File: src/design/key_gesture_classifier_defines.svh
// Assertion macros shared by the key gesture classifier modules.
`ifndef KEY_GESTURE_CLASSIFIER_DEFINES_SVH
`define KEY_GESTURE_CLASSIFIER_DEFINES_SVH
`ifndef SYNTHESIS
// Antecedent and consequent checked on the same edge.
`define KGC_ASSERT_SAME(label, clk, rstn, ante, cons) \
    label: assert property (@(posedge clk) disable iff (!rstn) (ante) |-> (cons)) \
        else $error("kgc: same-cycle check failed");
// Consequent checked on the edge after the antecedent.
`define KGC_ASSERT_NEXT(label, clk, rstn, ante, cons) \
    label: assert property (@(posedge clk) disable iff (!rstn) (ante) |=> (cons)) \
        else $error("kgc: next-cycle check failed");
`else
`define KGC_ASSERT_SAME(label, clk, rstn, ante, cons)
`define KGC_ASSERT_NEXT(label, clk, rstn, ante, cons)
`endif
`endif

File: src/design/kgc_pkg.sv
// Types and constants for the key gesture classifier.
`timescale 1ns / 1ps
`default_nettype none
package kgc_pkg;

    localparam int KEY_W      = 8;
    localparam int PERIOD_W   = 8;
    localparam int WINDOW_W   = 16;
    localparam int MODE_W     = 5;
    localparam int CFG_IDX_W  = 8;
    localparam int CFG_DATA_W = 16;

    localparam int TIMER_BITS_DEF = 16;
    localparam int TIMER_RST      = 500;

    // Configuration register indexes
    localparam logic [CFG_IDX_W-1:0] REG_TARGET_KEY    = 8'd0;
    localparam logic [CFG_IDX_W-1:0] REG_SCAN_PERIOD   = 8'd1;
    localparam logic [CFG_IDX_W-1:0] REG_DOUBLE_WINDOW = 8'd2;
    localparam logic [CFG_IDX_W-1:0] REG_LONG_TIME     = 8'd3;

    // Reset values of the configuration registers
    localparam logic [KEY_W-1:0]    TARGET_KEY_RST    = 8'd4;
    localparam logic [PERIOD_W-1:0] SCAN_PERIOD_RST   = 8'd10;
    localparam logic [WINDOW_W-1:0] DOUBLE_WINDOW_RST = 16'd500;
    localparam logic [WINDOW_W-1:0] LONG_TIME_RST     = 16'd1000;

    // Mode byte toggle masks
    localparam logic [MODE_W-1:0] RELEASE_BIT = 5'h01;
    localparam logic [MODE_W-1:0] DOUBLE_BIT  = 5'h02;
    localparam logic [MODE_W-1:0] LONG_BIT    = 5'h04;
    localparam logic [MODE_W-1:0] PRESS_BIT   = 5'h10;

    localparam logic [PERIOD_W-1:0] DIV_MAX = '1;

    typedef struct packed {
        logic [KEY_W-1:0]    target_key;
        logic [PERIOD_W-1:0] scan_period;
        logic [WINDOW_W-1:0] double_window;
        logic [WINDOW_W-1:0] long_time;
    } cfg_t;

    typedef struct packed {
        logic press;
        logic release_edge;
        logic dbl;
        logic lng;
    } flags_t;

endpackage
`default_nettype wire

File: src/design/kgc_cfg.sv
// Configuration register file of the key gesture classifier.
`timescale 1ns / 1ps
`default_nettype none
module kgc_cfg
    import kgc_pkg::*;
(
    input  wire logic                  aclk,
    input  wire logic                  aresetn,
    input  wire logic                  cfg_valid,
    output logic                       cfg_ready,
    input  wire logic [CFG_IDX_W-1:0]  cfg_index,
    input  wire logic [CFG_DATA_W-1:0] cfg_data,
    output cfg_t                       cfg
);

    cfg_t cfg_reg;
    cfg_t cfg_next;

    assign cfg_ready = 1'b1;
    assign cfg       = cfg_reg;

    always_comb begin
        cfg_next = cfg_reg;
        if (cfg_valid) begin
            case (cfg_index)
                REG_TARGET_KEY:    cfg_next.target_key    = cfg_data[KEY_W-1:0];
                REG_SCAN_PERIOD:   cfg_next.scan_period   = cfg_data[PERIOD_W-1:0];
                REG_DOUBLE_WINDOW: cfg_next.double_window = cfg_data[WINDOW_W-1:0];
                REG_LONG_TIME:     cfg_next.long_time     = cfg_data[WINDOW_W-1:0];
                default:           cfg_next = cfg_reg;
            endcase
        end
    end

    always_ff @(posedge aclk) begin
        if (!aresetn) begin
            cfg_reg.target_key    <= TARGET_KEY_RST;
            cfg_reg.scan_period   <= SCAN_PERIOD_RST;
            cfg_reg.double_window <= DOUBLE_WINDOW_RST;
            cfg_reg.long_time     <= LONG_TIME_RST;
        end else begin
            cfg_reg <= cfg_next;
        end
    end

endmodule
`default_nettype wire

File: src/design/kgc_core.sv
// Gesture state: scan divider, last key, gesture timer, mode byte and their update.
`timescale 1ns / 1ps
`default_nettype none
`include "key_gesture_classifier_defines.svh"
module kgc_core
    import kgc_pkg::*;
#(
    parameter int TIMER_BITS = TIMER_BITS_DEF
) (
    input  wire logic             aclk,
    input  wire logic             aresetn,
    input  wire logic             step,
    input  wire logic [KEY_W-1:0] key_code,
    input  wire cfg_t             cfg,
    output logic [MODE_W-1:0]     res_mode,
    output flags_t                res_flags
);

    localparam int CMP_W = (TIMER_BITS > WINDOW_W) ? TIMER_BITS : WINDOW_W;
    localparam logic [TIMER_BITS-1:0] TIMER_MAX = '1;

    logic [PERIOD_W-1:0]   div_reg,   div_next;
    logic [KEY_W-1:0]      last_reg,  last_next;
    logic [TIMER_BITS-1:0] timer_reg, timer_next;
    logic [MODE_W-1:0]     mode_reg,  mode_next;

    logic [PERIOD_W-1:0]   div_inc;
    logic [TIMER_BITS-1:0] timer_inc;
    logic [TIMER_BITS-1:0] timer_pressed;
    logic                  scan;
    logic                  changed;
    flags_t                flags;

    always_comb begin
        div_inc   = (div_reg == DIV_MAX) ? div_reg : div_reg + 1'b1;
        timer_inc = (timer_reg == TIMER_MAX) ? timer_reg : timer_reg + 1'b1;
        scan      = (div_inc >= cfg.scan_period);
        changed   = (key_code != last_reg);

        flags.press        = scan && changed && (key_code == cfg.target_key);
        flags.release_edge = scan && changed && (last_reg == cfg.target_key);
        flags.dbl          = flags.press &&
                             (CMP_W'(timer_inc) < CMP_W'(cfg.double_window));
        // a press restarts the timer before the long-press check
        timer_pressed      = flags.press ? '0 : timer_inc;
        flags.lng          = scan && (key_code == cfg.target_key) &&
                             (CMP_W'(timer_pressed) > CMP_W'(cfg.long_time));

        div_next   = scan ? '0 : div_inc;
        last_next  = scan ? key_code : last_reg;
        timer_next = flags.lng ? '0 : timer_pressed;
        mode_next  = mode_reg
                   ^ (flags.press        ? PRESS_BIT   : '0)
                   ^ (flags.dbl          ? DOUBLE_BIT  : '0)
                   ^ (flags.release_edge ? RELEASE_BIT : '0)
                   ^ (flags.lng          ? LONG_BIT    : '0);
    end

    assign res_mode  = mode_next;
    assign res_flags = flags;

    always_ff @(posedge aclk) begin
        if (!aresetn) begin
            div_reg   <= '0;
            last_reg  <= '0;
            timer_reg <= TIMER_BITS'(TIMER_RST);
            mode_reg  <= '0;
        end else if (step) begin
            div_reg   <= div_next;
            last_reg  <= last_next;
            timer_reg <= timer_next;
            mode_reg  <= mode_next;
        end
    end

    `KGC_ASSERT_NEXT(a_press_toggles, aclk, aresetn, step && flags.press, mode_reg[4] != $past(mode_reg[4]))
    `KGC_ASSERT_NEXT(a_idle_tick_keeps, aclk, aresetn, step && !scan, $stable(mode_reg) && $stable(last_reg))
    `KGC_ASSERT_NEXT(a_gesture_clears_timer, aclk, aresetn, step && (flags.press || flags.lng), timer_reg == '0)

endmodule
`default_nettype wire

File: src/design/key_gesture_classifier.sv
// Top level of the key gesture classifier: input register, gesture core, result register.
`timescale 1ns / 1ps
`default_nettype none
`include "key_gesture_classifier_defines.svh"
// Key gesture classifier. Each input item is one millisecond tick carrying the
// raw key code (0 = no key); each item produces exactly one result item with
// the 5-bit mode byte after that tick and four flags (press, release, double
// click, long press), which are 0 on ticks where no key scan happens. A scan
// occurs when the saturating tick divider reaches scan_period; it then
// compares the key with the last scanned key. A press of target_key toggles
// mode bit 4, plus bit 1 if it came within double_window ticks of the last
// gesture; a release toggles bit 0; holding past long_time toggles bit 2 and
// restarts the timer, so it repeats during a long hold. The gesture timer is
// TIMER_BITS wide and saturates. Timing: an item is taken into an input
// register, goes through the combinational core update, and lands in the
// result register (two register stages from s_ ports to m_ ports); throughput
// is one item per cycle while m_ready is high; m_ready is the only stall source.
// Configuration registers (index: 0 target_key, 1 scan_period,
// 2 double_window, 3 long_time) are written over the cfg_ channel, which is
// always ready; write them only while no item is in flight. Other indexes
// are ignored.
module key_gesture_classifier
    import kgc_pkg::*;
#(
    parameter int TIMER_BITS = TIMER_BITS_DEF
) (
    input  wire logic                  aclk,
    input  wire logic                  aresetn,
    // tick input
    input  wire logic                  s_valid,
    output logic                       s_ready,
    input  wire logic [KEY_W-1:0]      s_key_code,
    // result output
    output logic                       m_valid,
    input  wire logic                  m_ready,
    output logic [MODE_W-1:0]          m_mode_bits,
    output logic                       m_press_seen,
    output logic                       m_release_seen,
    output logic                       m_double_seen,
    output logic                       m_long_seen,
    // configuration writes
    input  wire logic                  cfg_valid,
    output logic                       cfg_ready,
    input  wire logic [CFG_IDX_W-1:0]  cfg_index,
    input  wire logic [CFG_DATA_W-1:0] cfg_data
);

    cfg_t                cfg;
    logic                in_valid_reg;
    logic [KEY_W-1:0]    key_reg;
    logic                out_valid_reg;
    logic [MODE_W-1:0]   mode_out_reg;
    flags_t              flags_out_reg;
    logic                step;
    logic [MODE_W-1:0]   res_mode;
    flags_t              res_flags;

    kgc_cfg u_cfg (
        .aclk      (aclk),
        .aresetn   (aresetn),
        .cfg_valid (cfg_valid),
        .cfg_ready (cfg_ready),
        .cfg_index (cfg_index),
        .cfg_data  (cfg_data),
        .cfg       (cfg)
    );

    // The held tick moves on whenever the result register is free or draining.
    assign step    = in_valid_reg && (!out_valid_reg || m_ready);
    assign s_ready = !in_valid_reg || step;

    kgc_core #(
        .TIMER_BITS (TIMER_BITS)
    ) u_core (
        .aclk      (aclk),
        .aresetn   (aresetn),
        .step      (step),
        .key_code  (key_reg),
        .cfg       (cfg),
        .res_mode  (res_mode),
        .res_flags (res_flags)
    );

    // input register
    always_ff @(posedge aclk) begin
        if (!aresetn) begin
            in_valid_reg <= 1'b0;
        end else if (s_ready) begin
            in_valid_reg <= s_valid;
        end
    end

    always_ff @(posedge aclk) begin
        if (s_valid && s_ready) begin
            key_reg <= s_key_code;
        end
    end

    // result register
    always_ff @(posedge aclk) begin
        if (!aresetn) begin
            out_valid_reg <= 1'b0;
        end else if (step) begin
            out_valid_reg <= 1'b1;
        end else if (m_ready) begin
            out_valid_reg <= 1'b0;
        end
    end

    always_ff @(posedge aclk) begin
        if (step) begin
            mode_out_reg  <= res_mode;
            flags_out_reg <= res_flags;
        end
    end

    assign m_valid        = out_valid_reg;
    assign m_mode_bits    = mode_out_reg;
    assign m_press_seen   = flags_out_reg.press;
    assign m_release_seen = flags_out_reg.release_edge;
    assign m_double_seen  = flags_out_reg.dbl;
    assign m_long_seen    = flags_out_reg.lng;

    `KGC_ASSERT_NEXT(a_stalled_result_kept, aclk, aresetn, out_valid_reg && !m_ready, out_valid_reg)
    `KGC_ASSERT_SAME(a_mode_bit3_zero, aclk, aresetn, out_valid_reg, !m_mode_bits[3])

endmodule
`default_nettype wire
File: config.mk
export PLATFORM = sky130hd
export DESIGN_NAME = key_gesture_classifier
export DESIGN_NICKNAME = d
export VERILOG_FILES = /design/src/design/kgc_pkg.sv /design/src/design/kgc_cfg.sv /design/src/design/kgc_core.sv /design/src/design/key_gesture_classifier.sv
export VERILOG_INCLUDE_DIRS = /design/src /design/src/design
export SDC_FILE = /design/constraint.sdc
export NUM_CORES = 1
export LEC_CHECK = 0
export BUFFER_PORTS_ARGS = -buffer_cell sky130_fd_sc_hd__buf_2
export CORE_ASPECT_RATIO = 2
export CORE_MARGIN = 3
export CORE_UTILIZATION = 30
export CTS_CLUSTER_SIZE = 25
export DETAILED_ROUTE_END_ITERATION = 10
export PLACE_DENSITY = 0.5
export SLEW_MARGIN = 40
export SYNTH_ARGS = -nofsm -noshare
export SYNTH_HDL_FRONTEND = slang
export SYNTH_HIERARCHICAL = 1
export SYNTH_SLANG_ARGS = --single-unit
File: constraint.sdc
create_clock -name aclk -period 9.4 [get_ports aclk]
set_clock_uncertainty 0.05 [all_clocks]
set_input_delay 2.82 -clock aclk [delete_from_list [all_inputs] [get_ports aclk]]
set_output_delay 2.82 -clock aclk [all_outputs]
set_load 0.02 [all_outputs]
==> results.toml <==
[status]
status = "complete, no violations"

[setup_path]
startpoint = "m_ready"
cp-start-kind = "input port"
cp_max_fo = 2
r2r_slack_ns = 3.54
r2r_cells = 18
worstSetupPathType = "in2out"
r2r-end = "u_core/timer_reg[1]"
crit_arrival_ns = 3.25
end_kind = "output pin"
cp-endpoint = "s_ready"
cpMostUsedCell = "buf_2"
required_ns = 6.53
reg2reg_from = "u_core/div_reg[0]"
crit_path_cell_trace = "buf_2 -> nand3b_4 -> buf_2"
crit_slowest_cell = "buf_2"
slowest_delay_ns = 0.17

[power]
seqPwrFrac = 0.492
p_leak_nw = 3.01
p_switching_mw = 0.221
p_per_area_mw_per_mm2 = 138
p_comb_frac = 0.075
clock_power_share = 0.433
worst_ir_drop_vdd_mv = 0.0920
p_int_mw = 0.725
switching_share = 0.234

[clock_network]
cts_num_sinks = 103
cts_setup_buffers = 0
cts.clk_slew.worst_paths_ns = 0.07
cts_tree = "done"
htree_levels = 3
insertion_delay_ns = 0.35
numCtsBuffers = 9
cts-root-buf = "clkbuf_16"
clockBufferDepth = 2
cts_resized = 0
cts_hold_buf = 0

[routing]
avgViaCountPerCell = 4.89
drtAntennaViolNets = 0
via_count = 4664
wl_um = 16100
dr.pass1.iters = 4
post_drt_wl_per_cell_um = 16.9
drt_iter0_drc = 155
post-route-drc-count = 0

[cells_and_area]
seqCellArea_sq_mm = 0.00223
multi_input_area_sq_mm = 0.00353
layout_commonest_cell = "dfxtp_1"
final_cell_mix = "86 x dfxtp_1, 84 x nand2_1, 57 x mux2i_1, 48 x inv_1, 47 x buf_2"
diodes = 0
drive_gt1_frac = 0.128
largest_register_ffs = 48
fin_area_sq_mm = 0.00686
final_net_count = 767
syn2layout_area_growth_pct = 13.3
nFillCells = 1989

[global_routing]
grt_max_degree = 93
grt_pass1_wl_um = 25700
grt_remaining_overflow = 0
grt_pass1_vias = 4976
track_usage = 0.152
antenna_found_initial = 0

[floorplanning]
die_w_um = 106
coreArea_sq_mm = 0.0195
rows = 72
die-area_sq_mm = 0.0220
die_h_um = 207
start_util = 0.310
io_pins = 49

[hold_path]
min_from = "u_cfg/cfg[31]"
hp-class = "reg2reg"

[synth]
synth_cell_type_count = 72
avgSynthCellArea_sq_um = 9.29
ys_seq_area_frac = 0.369
synth_nets = 730
syn_area_sq_mm = 0.00606
synth_cells = 652
synth-async-reset-ratio = 0
ys_warn_count = 6
synth_edf_count = 17
ys_ff_latch = 103
synthFlopType = "dfxtp_1"

[timing]
fin_ws_ns = 3.28
fmax_mhz = 163
worst_pin_slew_ns = 0.773
setup_viol = 0
setup_tns_ns = 0
maxSlewViolCount = 0
fin_crit_sh = 0.651
rsz0062_at_grt = "no"
min_period_ns = 6.12
slew-limit-headroom = 0.480
hold_viol = 0

[place]
dp_hpwl_um = 12500
place.gp.congestion = 0.873
placed_area_sq_mm = 0.00653
port_buffers = 47
post-place-ws_ns = 3.28

[run]
drv_cap = 0
==> through the flow <==
| step | util | total power [mW] | std cells | hold WS [ns] |
|---|---|---|---|---|
| floorplan | - | 0.519 | 652 | 0.385 |
| global placement | 0.334 | 0.544 | 937 | 0.398 |
| detailed placement | 0.334 | 0.547 | 937 | 0.404 |
| CTS | 0.351 | 0.965 | 953 | 0.415 |
| global route | 0.351 | 0.986 | 953 | 0.435 |
| finish | 0.351 | 0.946 | 953 | 0.415 |
==> power groups by stage <==
stage                     Sequential [mW]  Clock [mW]  Combinational [mW]
final                               0.466       0.409              0.0708
after global routing                0.467       0.441              0.0787
after CTS                           0.466       0.428              0.0716
after detailed placement            0.476           0              0.0711
after global placement              0.476           0              0.0689
after floorplan                     0.475           0              0.0437
==> cells in the mapped netlist (5+ instances only) <==
master    count  area [sq um]
xor2_1       21           184
o21a_1        7          52.6
nand4_1      15          93.8
mux2i_1      57           571
a21o_1        6          45.0
o21ai_0      11          55.1
inv_1        48           180
a32o_1        5          50.1
nand3_1      16          80.1
nor2_1       34           128
a21oi_1      22           110
nor3_1        8          40.0
edfxtp_1     17           510
nand2_1      84           315
clkbuf_1     16          60.1
dfxtp_1      86          1720
a211oi_1      5          37.5
nor2b_1      40           250
ha_1         41           513
xnor2_1      26           228
nor4_1        6          37.5
==> routing by layer <==
metal / up-vias / track usage / part of all wire
met5: - / 0 / 0
met3: 31 / 0.0165 / 0.013
met1: 2240 / 0.128 / 0.33
met4: 0 / 0.0805 / 0.043
met2: 47 / 0.329 / 0.61
li1: 2346 / - / -
==> cell families after synthesis <==
| kind of cell | count (synthesis) | share of synthesized area |
|---|---|---|
| buffers and inverters | 73 | 0.0512 |
| flip-flops | 103 | 0.369 |
| adder cells (fa/ha/maj) | 41 | 0.0847 |
| other | 2 | 0.00124 |
| XOR/XNOR | 47 | 0.0680 |
| AND/OR/NAND/NOR | 239 | 0.218 |
| AO/OA/AOI/OAI | 87 | 0.108 |
| multiplexers | 60 | 0.100 |
==> layout make-up <==
cell class	count	share of cell area
flip-flops and latches	103	0.325
well taps	259	0.0472
inverters	48	0.0263
clock inverters	5	0.0119
repair buffers	51	0.0392
multi-input cells	476	0.515
clock buffers	11	0.0354
==> worst max-delay path: cells and delay by family <==
family                 cells  cell delay [ns]
buffers and inverters      2             0.29
AND/OR/NAND/NOR            1             0.15
==> worst min-delay path by stage <==
stage / slack [ns] / cells past startpoint / endpoint
3_3_place_gp: 0.40 / 2 / u_cfg/cfg[25]
2_1_floorplan: 0.38 / 2 / u_cfg/cfg[34]
5_1_grt: 0.43 / 2 / u_cfg/cfg[36]
4_1_cts: 0.42 / 2 / u_cfg/cfg[38]
6_report: 0.42 / 2 / u_cfg/cfg[31]
3_5_place_dp: 0.40 / 2 / u_cfg/cfg[38]
Power figures use the tool's default switching activity.
